$ cat src/design/dplb_pkg.sv
// Shared types, codes and constants of the DMA page-list builder.
package dplb_pkg;

  localparam int unsigned ADDR_W     = 64;
  localparam int unsigned SEG_LEN_W  = 21;
  localparam int unsigned TAG_W      = 6;
  localparam int unsigned PIDX_W     = 8;
  localparam int unsigned STATUS_W   = 3;
  localparam int unsigned PCOUNT_W   = 9;
  localparam int unsigned OFFSET_W   = 12;

  localparam int unsigned TAG_COUNT_DEF     = 36;
  localparam int unsigned PAGES_PER_TAG_DEF = 256;
  localparam int unsigned PAGE_BYTES_DEF    = 4096;

  typedef enum logic [1:0] {
    CMD_BEGIN   = 2'd0,
    CMD_SEGMENT = 2'd1,
    CMD_RELEASE = 2'd2,
    CMD_READ    = 2'd3
  } cmd_e;

  typedef enum logic [STATUS_W-1:0] {
    ST_OK       = 3'd0,
    ST_NO_TAG   = 3'd1,
    ST_MISALIGN = 3'd2,
    ST_LEN      = 3'd3,
    ST_PAGES    = 3'd4,
    ST_NO_REQ   = 3'd5,
    ST_OPEN     = 3'd6
  } status_e;

  typedef enum logic [3:0] {
    OP_NONE,
    OP_LATCH,
    OP_SRCH_INIT,
    OP_SRCH_STEP,
    OP_SEG_PREP,
    OP_PAGE_WR,
    OP_RD_ADDR,
    OP_FIN_BEGIN_OPEN,
    OP_FIN_GRANT,
    OP_FIN_NO_TAG,
    OP_FIN_NO_REQ,
    OP_FIN_FAIL,
    OP_FIN_SEG_END,
    OP_FIN_RELEASE,
    OP_FIN_READ
  } dp_op_e;

  typedef struct packed {
    logic [1:0]           command;
    logic [ADDR_W-1:0]    seg_address;
    logic [SEG_LEN_W-1:0] seg_length;
    logic                 last_segment;
    logic [TAG_W-1:0]     tag;
    logic [PIDX_W-1:0]    page_index;
  } in_item_t;

  typedef struct packed {
    logic [STATUS_W-1:0] status;
    logic [TAG_W-1:0]    tag_out;
    logic [PCOUNT_W-1:0] page_count;
    logic [OFFSET_W-1:0] first_offset;
    logic [ADDR_W-1:0]   page_address;
    logic                request_done;
  } out_item_t;

  typedef struct packed {
    dp_op_e  op;
    status_e code;
  } dplb_cmd_t;

  typedef struct packed {
    cmd_e cmd;
    logic req_open;
    logic cand_free;
    logic srch_last;
    logic mis;
    logic len_bad;
    logic len_zero;
    logic pages_full;
    logic out_free;
  } dplb_sts_t;

endpackage

$ cat src/design/dplb_ctrl.sv
// Controller: sequences begin, segment, release and read commands.
module dplb_ctrl (
  input  logic                clk_i,
  input  logic                rst_ni,
  input  logic                in_valid_i,
  output logic                in_ready_o,
  input  dplb_pkg::dplb_sts_t sts_i,
  output dplb_pkg::dplb_cmd_t cmd_o
);
  import dplb_pkg::*;

  localparam logic [2:0] S_IDLE     = 3'd0;
  localparam logic [2:0] S_DISPATCH = 3'd1;
  localparam logic [2:0] S_SEARCH   = 3'd2;
  localparam logic [2:0] S_SEGCHK   = 3'd3;
  localparam logic [2:0] S_PAGE     = 3'd4;
  localparam logic [2:0] S_RDMEM    = 3'd5;
  localparam logic [2:0] S_FINISH   = 3'd6;

  logic [2:0] state_q, state_d;
  dp_op_e     fin_op_q, fin_op_d;
  status_e    fin_code_q, fin_code_d;

  always_comb begin
    state_d    = state_q;
    fin_op_d   = fin_op_q;
    fin_code_d = fin_code_q;
    cmd_o.op   = OP_NONE;
    cmd_o.code = ST_OK;
    case (state_q)
      S_IDLE: begin
        if (in_valid_i) begin
          cmd_o.op = OP_LATCH;
          state_d  = S_DISPATCH;
        end
      end
      S_DISPATCH: begin
        case (sts_i.cmd)
          CMD_BEGIN: begin
            if (sts_i.req_open) begin
              fin_op_d = OP_FIN_BEGIN_OPEN;
              state_d  = S_FINISH;
            end else begin
              cmd_o.op = OP_SRCH_INIT;
              state_d  = S_SEARCH;
            end
          end
          CMD_SEGMENT: begin
            if (!sts_i.req_open) begin
              fin_op_d = OP_FIN_NO_REQ;
              state_d  = S_FINISH;
            end else begin
              cmd_o.op = OP_SEG_PREP;
              state_d  = S_SEGCHK;
            end
          end
          CMD_RELEASE: begin
            fin_op_d = OP_FIN_RELEASE;
            state_d  = S_FINISH;
          end
          CMD_READ: begin
            cmd_o.op = OP_RD_ADDR;
            state_d  = S_RDMEM;
          end
          default: begin
            fin_op_d = OP_FIN_RELEASE;
            state_d  = S_FINISH;
          end
        endcase
      end
      S_SEARCH: begin
        if (sts_i.cand_free) begin
          fin_op_d = OP_FIN_GRANT;
          state_d  = S_FINISH;
        end else if (sts_i.srch_last) begin
          fin_op_d = OP_FIN_NO_TAG;
          state_d  = S_FINISH;
        end else begin
          cmd_o.op = OP_SRCH_STEP;
        end
      end
      S_SEGCHK: begin
        if (sts_i.mis) begin
          fin_op_d   = OP_FIN_FAIL;
          fin_code_d = ST_MISALIGN;
          state_d    = S_FINISH;
        end else if (sts_i.len_bad) begin
          fin_op_d   = OP_FIN_FAIL;
          fin_code_d = ST_LEN;
          state_d    = S_FINISH;
        end else begin
          state_d = S_PAGE;
        end
      end
      S_PAGE: begin
        if (sts_i.len_zero) begin
          fin_op_d = OP_FIN_SEG_END;
          state_d  = S_FINISH;
        end else if (sts_i.pages_full) begin
          fin_op_d   = OP_FIN_FAIL;
          fin_code_d = ST_PAGES;
          state_d    = S_FINISH;
        end else begin
          cmd_o.op = OP_PAGE_WR;
        end
      end
      S_RDMEM: begin
        fin_op_d = OP_FIN_READ;
        state_d  = S_FINISH;
      end
      S_FINISH: begin
        if (sts_i.out_free) begin
          cmd_o.op   = fin_op_q;
          cmd_o.code = fin_code_q;
          state_d    = S_IDLE;
        end
      end
      default: begin
        state_d = S_IDLE;
      end
    endcase
  end

  always_ff @(posedge clk_i or negedge rst_ni) begin
    if (!rst_ni) begin
      state_q    <= S_IDLE;
      fin_op_q   <= OP_NONE;
      fin_code_q <= ST_OK;
    end else begin
      state_q    <= state_d;
      fin_op_q   <= fin_op_d;
      fin_code_q <= fin_code_d;
    end
  end

  assign in_ready_o = state_q == S_IDLE;

  a_walk_continues: assert property (@(posedge clk_i) disable iff (!rst_ni)
    (state_q == S_PAGE && !sts_i.len_zero && !sts_i.pages_full) |=> state_q == S_PAGE)
    else $error("page walk stopped early");

  a_finish_holds: assert property (@(posedge clk_i) disable iff (!rst_ni)
    (state_q == S_FINISH && !sts_i.out_free)
      |=> (state_q == S_FINISH && $stable(fin_op_q) && $stable(fin_code_q)))
    else $error("pending result dropped while output stalled");

  a_search_closed: assert property (@(posedge clk_i) disable iff (!rst_ni)
    state_q == S_SEARCH |-> !sts_i.req_open)
    else $error("tag search with a request open");

endmodule

$ cat config.mk
export PLATFORM = sky130hd
export DESIGN_NAME = dplb_ctrl
export DESIGN_NICKNAME = d
export VERILOG_FILES = /design/src/design/dplb_pkg.sv /design/src/design/dplb_ctrl.sv
export SDC_FILE = /design/constraint.sdc
export NUM_CORES = 1
export LEC_CHECK = 0
export BUFFER_PORTS_ARGS = -buffer_cell sky130_fd_sc_hd__clkbuf_2
export CORE_MARGIN = 4
export CORE_UTILIZATION = 46
export CTS_BUF_LIST = sky130_fd_sc_hd__clkbuf_8 sky130_fd_sc_hd__clkbuf_16
export DETAILED_ROUTE_END_ITERATION = 12
export HOLD_SLACK_MARGIN = 0.08
export PLACE_DENSITY = 0.71
export SKIP_CTS_REPAIR_TIMING = 1
export SYNTH_ARGS = -nofsm -noshare
export SYNTH_HDL_FRONTEND = slang
export SYNTH_SLANG_ARGS = --single-unit
$ cat constraint.sdc
create_clock -name clk_i -period 1.82 [get_ports clk_i]
set_input_delay 0.273 -clock clk_i [delete_from_list [all_inputs] [get_ports clk_i]]
set_output_delay 0.273 -clock clk_i [all_outputs]
set_load 0.02 [all_outputs]
==> out/results.ini, run 1 <==
[drt]
route.detailed.drc = 0
dr_wl_met3_um = 189
drt-initial-drc-count = 26
dr_wl_met2_um = 1145
vias_per_cell = 5.744
firstDrtPassIters = 4
top_layer_reached_by_signal_wires = met4
wl_met1_um = 993
postRouteAntennaNets = 0
drt-total-wl_um = 2393
total_via_count_after_detailed_routing = 896
post_drt_wl_per_cell_um = 15.34

[cells_and_area]
number_of_fill_cells_in_the_layout = 157
area_delta_synth_final_pct = 41.65
final_net_count = 152
final_layout_size_suffix_gt1_share_pct = 39.69
utilization_pct = 68.26
diodes = 0
instances_no_fill = 156

[synth]
flip_flop_and_latch_count_after_synthesis = 10
multiplexer_area_fraction_after_synthesis_pct = 3.910
postSynth.topFlopCell = dfrtp_1
netlist-cell-type-count = 38
async_flop_share_pct = 100.0
yosys_warnings = 0
synth_area_per_cell_um2 = 8.405
largest_family_of_logic_cells_by_synthesized_area = simple AND/OR/NAND/NOR gates
yosys.area_share.adder_pct = 9.023
synth_edf_count = 0
synth.most_common_cell = dfrtp_1
ys_top_cells_by_area = dfrtp_1, ha_1, nand2_1
synth_area_um2 = 832.0
synth-simple-area-share_pct = 25.11
syn-num-nets = 118
synth.top_cells.by_count = dfrtp_1, nand2_1, inv_1
netlist.top_cell.by_area = dfrtp_1
synth.yosys.seq_area_share_pct = 30.08
syn_inst = 99
synth_compound_area_share_pct = 24.96
synth_xor_xnor_area_share_pct = 1.053
synth_largest_type_area_fraction_pct = 30.08

[power_and_ir_drop]
cellLeakagePower_nw = 0.5632
pwr_density_cell_nw_per_um2 = 1631
vdd_ir_drop_max_mv = 0.8509

[sta]
fin_ws_ps = -114.4
unrepaired_setup_endpoints_after_global_routing = yes
report.final.slew_viol_count = 0
layout_worst_path_cycle_share_pct = 106.3
period_minus_ws_final_ps = 1934
holdWs_ps = 408.0
report.final.setup_viol = 4
hold_fails_final_rpt = 0
max_clock_freq_mhz = 517.0
slew-limit-headroom_pct = 67.60
final.setup_skew_ps = 1.817
final.setup.tns_ps = -241.5
tightestPinTransition_ps = 478.4

[clocking]
cts_made_buffers = 3
clkSinkCount = 10
max-clock-path-buffers = 2
reg_clk_slew_reported_paths_ps = 50
ctsHtreeMaxLevel = 1
insertion_delay_ps = 240
cts_tree = done
clock_root_buffer = clkbuf_8

[placed_design]
hpwlAfterDp_um = 1737
port_buffers = 20
pre_cts_ws_ps = -47.02
finalWeightedCongestion = 0.8262
dp.cells = 152

[critical_path]
timing_worst_setup_path_type = reg -> out
worstPathMaxFanout = 4
worst-endpoint-required_ps = 1550
worst_setup_path_end_kind = primary output
cp.arrival_ps = 1660
critical_path.startpoint_type = register

[global_routing]
antenna_found_initial = 0
grt_pass1_vias = 862
grt_max_degree = 21
overflow = 0
grt_first_pass_wirelength_um = 3774
grtUsageTotal_pct = 19.50

[flow_run]
max-cap-violations = 0

[die]
rows = 15
die_width_um = 50.53
floorplan.die_area_um2 = 2553
io-pin-count = 21
die_h_um = 50.53
coreArea_um2 = 1727
initial_utilization_pct = 48.19

[run_status]
failed_checks = negative setup slack
status = finished with violations

[min_path]
worstHoldPathType = in -> reg

[cell usage in the layout (no fill, tap or decap), types with 2 or more instances in the layout]
master and n:
a21oi_1 6, a31oi_1 4, and2_4 3, buf_4 14, buf_6 5, clkbuf_2 13
clkbuf_8 3, dfrtp_1 10, ha_1 6, inv_1 7, mux2_1 2, nand2_1 8
nand3_1 2, nand3_2 2, nor2_1 2, nor3_2 2, nor4_1 3, o21a_1 3
o21ai_0 6, o21ai_1 2, o31ai_1 3
[cell families (layout without fill, tap and decap cells)]
family / after synthesis / in the layout
AO/OA/AOI/OAI: 32 / 32
XOR/XNOR: 1 / 1
adder cells (fa/ha/maj): 6 / 6
buffers and inverters: 12 / 44
flip-flops: 10 / 10
multiplexers: 3 / 3
AND/OR/NAND/NOR: 35 / 35
[flip-flops by register name, summed over array words and instances (netlist names)]
name,cells
fin_code_q,3
fin_op_q,4
state_q,3
[worst max-delay path, stage by stage, from the launching register on]
cell and delay (ps):
dfrtp_1 400, or4b_4 550, or2_4 270, nand3_2 80
buf_6 110
[layer usage]
layer	track usage [%]	vias to the layer above
li1	-	434
met1	25.41	407
met2	31.09	46
met3	4.154	9
met4	8.072	0
met5	0	-
[final timing paths]
check / slack [ps] / from / cells after the start / to
min reg2reg: 480 / fin_code_q[0] / 1 / fin_code_q[0]
min in group asynchronous: 450 / rst_ni / 2 / fin_op_q[1]
max in group asynchronous: 1150 / rst_ni / 2 / fin_code_q[1]
min: 410 / sts_i[1] / 3 / fin_code_q[2]
max: -110 / state_q[0] / 4 / cmd_o[3]
max reg2reg: -10 / state_q[0] / 4 / fin_op_q[1]
[power breakdown]
group	total [mW]	leakage, nW	switching, mW	internal, mW
logic	1.28	0.426	0.665	0.613
clock network	0.231	0.0216	0.0859	0.145
registers	0.413	0.116	0.0772	0.336
total	1.92	0.563	0.829	1.09
[layout make-up]
type,instances,area [µm²],area share [%]
clock buffers,3,41.29,3.503
inverters,7,26.28,2.229
multi-input cells,77,573.1,48.62
flip-flops and latches,10,250.2,21.23
well taps,25,31.28,2.654
repair buffers,34,256.5,21.76
[metrics by stage]
step	total power [mW]	cell area (µm²)
4_1_cts	1.744	1085
5_1_grt	2.066	1179
3_3_place_gp	1.486	1044
3_5_place_dp	1.505	1044
2_1_floorplan	1.146	837.1
6_report	1.922	1179
Note: power is estimated with default switching activity, not from simulation.
==> run 2, diff against run 1 <==
--- a/config.mk
+++ b/config.mk
@@ -12,7 +12,6 @@
 export DETAILED_ROUTE_END_ITERATION = 12
 export HOLD_SLACK_MARGIN = 0.08
 export PLACE_DENSITY = 0.71
-export SKIP_CTS_REPAIR_TIMING = 1
 export SYNTH_ARGS = -nofsm -noshare
 export SYNTH_HDL_FRONTEND = slang
 export SYNTH_SLANG_ARGS = --single-unit
==> out/results.ini, run 2 (same netlist as run 1, synthesis figures left out) <==
[drt]
total_via_count_after_detailed_routing = 886  ; -1.1%
drt-total-wl_um = 2407  ; +0.59%
vias_per_cell = 5.608  ; -2.4%
route.detailed.drc = 0  ; unchanged
top_layer_reached_by_signal_wires = met4
dr_wl_met2_um = 1157  ; +1.0%
post_drt_wl_per_cell_um = 15.23  ; -0.69%
firstDrtPassIters = 4  ; unchanged
drt-initial-drc-count = 31  ; +19%
wl_met1_um = 1075  ; +8.3%
dr_wl_met3_um = 138  ; -27%
postRouteAntennaNets = 0  ; unchanged

[power_and_ir_drop]
total_power_mw = 2.015  ; +4.8%
cellLeakagePower_nw = 0.5915  ; +5.0%
vdd_ir_drop_max_mv = 0.9303  ; +9.3%
pwr_density_cell_nw_per_um2 = 1630  ; about the same

[cells_and_area]
instances_no_fill = 158  ; +1.3%
largest_register = fin_op_q
final_net_count = 154  ; +1.3%
most-common-layout-cells = buf_4, clkbuf_2, dfrtp_1
largest_reg_flops = 4  ; unchanged
final_layout_size_suffix_gt1_share_pct = 42.11  ; +2.4 points
area_delta_synth_final_pct = 48.57
layout.cells.most_common = buf_4
biggestRegsByFlops = fin_op_q: 4 flops, fin_code_q: 3 flops, state_q: 3 flops
diodes = 0  ; unchanged

[clocking]
cts_made_buffers = 3  ; unchanged
ctsHtreeMaxLevel = 1  ; unchanged
clkSinkCount = 10  ; unchanged
insertion_delay_ps = 240  ; about the same
max-clock-path-buffers = 2  ; unchanged
clock_root_buffer = clkbuf_8
cts_tree = done
reg_clk_slew_reported_paths_ps = 50  ; about the same

[placed_design]
finalWeightedCongestion = 0.8262  ; unchanged
dp.cells = 152  ; unchanged
hpwlAfterDp_um = 1737  ; unchanged
port_buffers = 20  ; unchanged

[sta]
fin_ws_ps = -134.5  ; -20.06 ps
hold_fails_final_rpt = 0  ; unchanged
slew-limit-headroom_pct = 75.19  ; +7.6 points
tightestPinTransition_ps = 366.4  ; -112.0 ps
final.setup.tns_ps = -287.6  ; -46.05 ps
unrepaired_setup_endpoints_after_global_routing = yes
final.setup_skew_ps = 3.118  ; +1.301 ps
report.final.setup_viol = 3  ; -1
max_clock_freq_mhz = 511.6  ; -1.0%
layout_worst_path_cycle_share_pct = 107.4  ; +1.1 points
report.final.slew_viol_count = 0  ; unchanged
holdWs_ps = 393.1  ; -14.94 ps
period_minus_ws_final_ps = 1954  ; +20.07 ps

[critical_path]
critical_path.startpoint_type = register
regToRegEndpoint = fin_op_q[1]
worst-endpoint-required_ps = 1550  ; about the same
worstReg2RegStart = state_q[1]
worst_path_max_delay_cell = or4b_4
cp.arrival_ps = 1680  ; +20 ps
timing_worst_setup_path_type = reg -> out
reg2reg_setup_slack_ps = 30  ; +40 ps
worstPathMaxFanout = 3  ; -1
ff2ff_path_depth = 4  ; unchanged
max_stage_delay_ps = 550  ; about the same
worst_setup_path_end_kind = primary output
worstPathCellList = or4b_4 > or2_4 > nand3_4 > buf_8

[global_routing]
overflow = 0  ; unchanged
grt_max_degree = 21  ; unchanged
antenna_found_initial = 0  ; unchanged
grt_pass1_vias = 899  ; +4.3%
grtUsageTotal_pct = 20.37  ; +0.87 points
grt_first_pass_wirelength_um = 3953  ; +4.7%

[min_path]
hold_depth = 3  ; unchanged
hold_path.startpoint = sts_i[1]
worstHoldPathType = in -> reg
worst_hold_path.endpoint = fin_code_q[2]

[die]
die_h_um = 50.53  ; unchanged
floorplan.die_area_um2 = 2553  ; unchanged
rows = 15  ; unchanged
io-pin-count = 21  ; unchanged
initial_utilization_pct = 48.19  ; unchanged
coreArea_um2 = 1727  ; unchanged
die_width_um = 50.53  ; unchanged

[run_status]
status = finished with violations
failed_checks = negative setup slack

[flow_run]
max-cap-violations = 0  ; unchanged

## run 2: changes by cell type in the layout (fill, tap and decap cells not counted), sizes merged
| cell | delta |
|---|---|
| buf | +1 |
| clkbuf | +1 |
## run 2: cell type report
type,instances,area (µm²)
Sequential cell,10,250.2
Timing Repair Buffer,36,289.0
Multi-Input combinational cell,77,598.1
Tap cell,25,31.28
Fill cell,143,490.5
Inverter,7,26.28
Clock buffer,3,41.29
## run 2: critical path: cells and delay by family, from the launching register on
family        cells  cell delay [ps]
simple gates      3              910
flops             1              410
buf+inv           1              110
## run 2: metal layers
metal / vias to the layer above / GRT usage [%]
li1: 436 / -
met1: 413 / 26.70
met2: 32 / 32.61
met3: 5 / 4.154
met4: 0 / 8.072
met5: - / 0
## run 2: report_power, final
group	internal (mW)	total, mW	switching [mW]
sequential	0.336	0.407	0.0716
combinational	0.672	1.37	0.700
clock	0.145	0.236	0.0907
## run 2: worst max-delay path by stage
stage	start	endpoint	slack, ps	cells past startpoint
floorplan	state_q[1]	cmd_o[3]	90	5
global placement	sts_i[8]	fin_op_q[2]	10	8
detailed placement	sts_i[8]	fin_op_q[2]	-50	8
CTS	state_q[1]	cmd_o[3]	-120	4
global route	state_q[1]	cmd_o[3]	-170	4
finish	state_q[1]	cmd_o[3]	-130	4
## run 2: timing repair
item	4_1_cts	5_1_grt
resized for setup	11	25
setup endpoints to repair	7	7
buffers inserted	2	0
pin swaps	4	5
cloned	0	0
hold buffers	1	0
hold endpoints to repair	10	0
## run 2: metrics by stage
| stage | instance area [µm²] | worst slack [ps] | util, % |
|---|---|---|---|
| final | 1236 | -134.5 | 71.59 |
| after global routing | 1236 | -167.0 | 71.59 |
| after CTS | 1161 | -117.8 | 67.25 |
| after detailed placement | 1044 | -47.02 | 60.43 |
| after global placement | 1044 | 10.75 | 60.43 |
| after floorplan | 837.1 | 88.12 | - |
==> run 3, diff against run 2 <==
--- a/config.mk
+++ b/config.mk
@@ -11,7 +11,7 @@
 export CTS_BUF_LIST = sky130_fd_sc_hd__clkbuf_8 sky130_fd_sc_hd__clkbuf_16
 export DETAILED_ROUTE_END_ITERATION = 12
 export HOLD_SLACK_MARGIN = 0.08
-export PLACE_DENSITY = 0.71
+export PLACE_DENSITY = 0.73
 export SYNTH_ARGS = -nofsm -noshare
 export SYNTH_HDL_FRONTEND = slang
 export SYNTH_SLANG_ARGS = --single-unit
==> out/results.ini, run 3 (same netlist as run 1, synthesis figures left out) <==
[run_status]
status = finished with violations
failed_checks = negative setup slack

[clocking]
reg_clk_slew_reported_paths_ps = 40  ; about the same
max-clock-path-buffers = 2  ; unchanged
insertion_delay_ps = 230  ; about the same
cts_made_buffers = 3  ; unchanged
clkSinkCount = 10  ; unchanged
cts_tree = done
ctsHtreeMaxLevel = 1  ; unchanged
clock_root_buffer = clkbuf_8

[global_routing]
global_route.usage.met3_pct = 4.451  ; +0.30 points
overflow = 0  ; unchanged
grt_max_degree = 21  ; unchanged
grt_first_pass_wirelength_um = 3829  ; -3.1%
grtUsageTotal_pct = 19.31  ; -1.1 points
grtUsageMet2_pct = 34.78  ; +2.2 points
grtUsageMet1_pct = 23.79  ; -2.9 points
grt_pass1_vias = 861  ; -4.2%
most_used_routing_layer_in_global_routing = met2
antenna_found_initial = 0  ; unchanged

[min_path]
hold_path.startpoint = sts_i[4]
hold_depth = 3  ; unchanged
worstHoldPathType = in -> reg
worst_hold_path.endpoint = fin_code_q[0]

[cells_and_area]
most-common-layout-cells = clkbuf_2, buf_4, dfrtp_1
largest_reg_flops = 4  ; unchanged
number_of_fill_cells_in_the_layout = 141  ; -1.4%
final_layout_size_suffix_gt1_share_pct = 39.85  ; -2.3 points
largest_register = fin_op_q
area_delta_synth_final_pct = 42.41
fin_area_um2 = 1185  ; -4.1%
biggestRegsByFlops = fin_op_q: 4 flops, fin_code_q: 3 flops, state_q: 3 flops
diodes = 0  ; unchanged
layout.cells.most_common = clkbuf_2
utilization_pct = 68.62  ; -3.0 points
final_net_count = 154  ; unchanged

[power_and_ir_drop]
cellLeakagePower_nw = 0.5686  ; -3.9%
vdd_ir_drop_max_mv = 1.138  ; +22%
pwr_density_cell_nw_per_um2 = 1604  ; -1.6%
total_power_mw = 1.901  ; -5.7%

[sta]
final.setup_skew_ps = 1.034  ; -2.085 ps
report.final.setup_viol = 3  ; unchanged
report.final.slew_viol_count = 0  ; unchanged
slew-limit-headroom_pct = 72.75  ; -2.4 points
hold_fails_final_rpt = 0  ; unchanged
layout_worst_path_cycle_share_pct = 103.8  ; -3.6 points
max_clock_freq_mhz = 529.1  ; +3.4%
final.setup.tns_ps = -144.5  ; +143.0 ps
unrepaired_setup_endpoints_after_global_routing = yes
fin_ws_ps = -69.83  ; +64.63 ps
tightestPinTransition_ps = 407.5  ; +41.15 ps
period_minus_ws_final_ps = 1890  ; -64.63 ps
holdWs_ps = 409.6  ; +16.53 ps

[critical_path]
reg2reg_setup_slack_ps = 10  ; -20 ps
worst-endpoint-required_ps = 1550  ; about the same
regToRegEndpoint = fin_op_q[1]
cp.arrival_ps = 1620  ; -60 ps
worst_path_max_delay_cell = or4b_4
worstReg2RegStart = state_q[1]
max_stage_delay_ps = 530  ; -20 ps
worstPathMaxFanout = 3  ; unchanged
timing_worst_setup_path_type = reg -> out
worstPathCellList = or4b_4 > or2_4 > nand3_2 > buf_8
ff2ff_path_depth = 4  ; unchanged
worst_setup_path_end_kind = primary output
critical_path.startpoint_type = register

[die]
io-pin-count = 21  ; unchanged
die_width_um = 50.53  ; unchanged
floorplan.die_area_um2 = 2553  ; unchanged
die_h_um = 50.53  ; unchanged
coreArea_um2 = 1727  ; unchanged
rows = 15  ; unchanged
initial_utilization_pct = 48.19  ; unchanged

[drt]
drt-initial-drc-count = 21  ; -32%
vias_per_cell = 5.658  ; +0.90%
route.detailed.drc = 0  ; unchanged
drt-total-wl_um = 2324  ; -3.4%
total_via_count_after_detailed_routing = 894  ; +0.90%
post_drt_wl_per_cell_um = 14.71  ; -3.4%
firstDrtPassIters = 4  ; unchanged
postRouteAntennaNets = 0  ; unchanged

[placed_design]
finalWeightedCongestion = 0.8252  ; -0.12%
port_buffers = 20  ; unchanged
hpwlAfterDp_um = 1664  ; -4.2%
placedInstanceArea_um2 = 1036  ; -0.72%

[flow_run]
max-cap-violations = 0  ; unchanged

## run 3: final cells by class
class                      instances  area (µm²)  share of cell area (%)
clock buffer                       3       41.29                   3.485
inverter                           7       26.28                   2.218
multi-input combinational         77       570.5                   48.15
sequential                        10       250.2                   21.12
tap                               25       31.28                   2.640
timing repair buffer              36       265.3                   22.39
## run 3: per-layer routing
layer | share of wire (%) | vias up
li1 | - | 440
met1 | 41 | 413
met2 | 51 | 37
met3 | 8.1 | 4
met4 | 0.43 | 0
met5 | 0 | -
## run 3: power by group
part           internal [mW]  total, mW  leakage, nW  switching (mW)
Sequential             0.336      0.408        0.116          0.0717
Clock                  0.144      0.223       0.0216          0.0788
Combinational          0.608       1.27        0.431           0.662
Total                   1.09       1.90        0.569           0.812
## run 3: timing repair
item,4_1_cts,5_1_grt
pin swaps,1,4
hold buffers,1,0
resized for setup,9,11
buffers inserted,2,1
hold endpoints to repair,10,0
endpoints found under the setup margin,7,11
## run 3: critical path: cells and delay by family (launching register included)
kind                   cells  cell delay [ps]
AND/OR/NAND/NOR            3              880
flip-flops                 1              400
buffers and inverters      1              110
## run 3: through the flow
stage,setup slack (ps),cells
floorplan,88.12,99
global placement,22.27,151
detailed placement,11.10,151
CTS,-104.0,157
global route,-109.9,158
finish,-69.83,158
## run 3: worst max-delay path by stage
stage	from	to	slack (ps)	cells past startpoint
final	state_q[1]	cmd_o[3]	-70	4
after global routing	state_q[1]	cmd_o[3]	-110	4
after CTS	state_q[0]	cmd_o[3]	-100	4
after detailed placement	sts_i[8]	fin_op_q[2]	10	8
after global placement	sts_i[8]	fin_op_q[2]	20	8
after floorplan	state_q[1]	cmd_o[3]	90	5
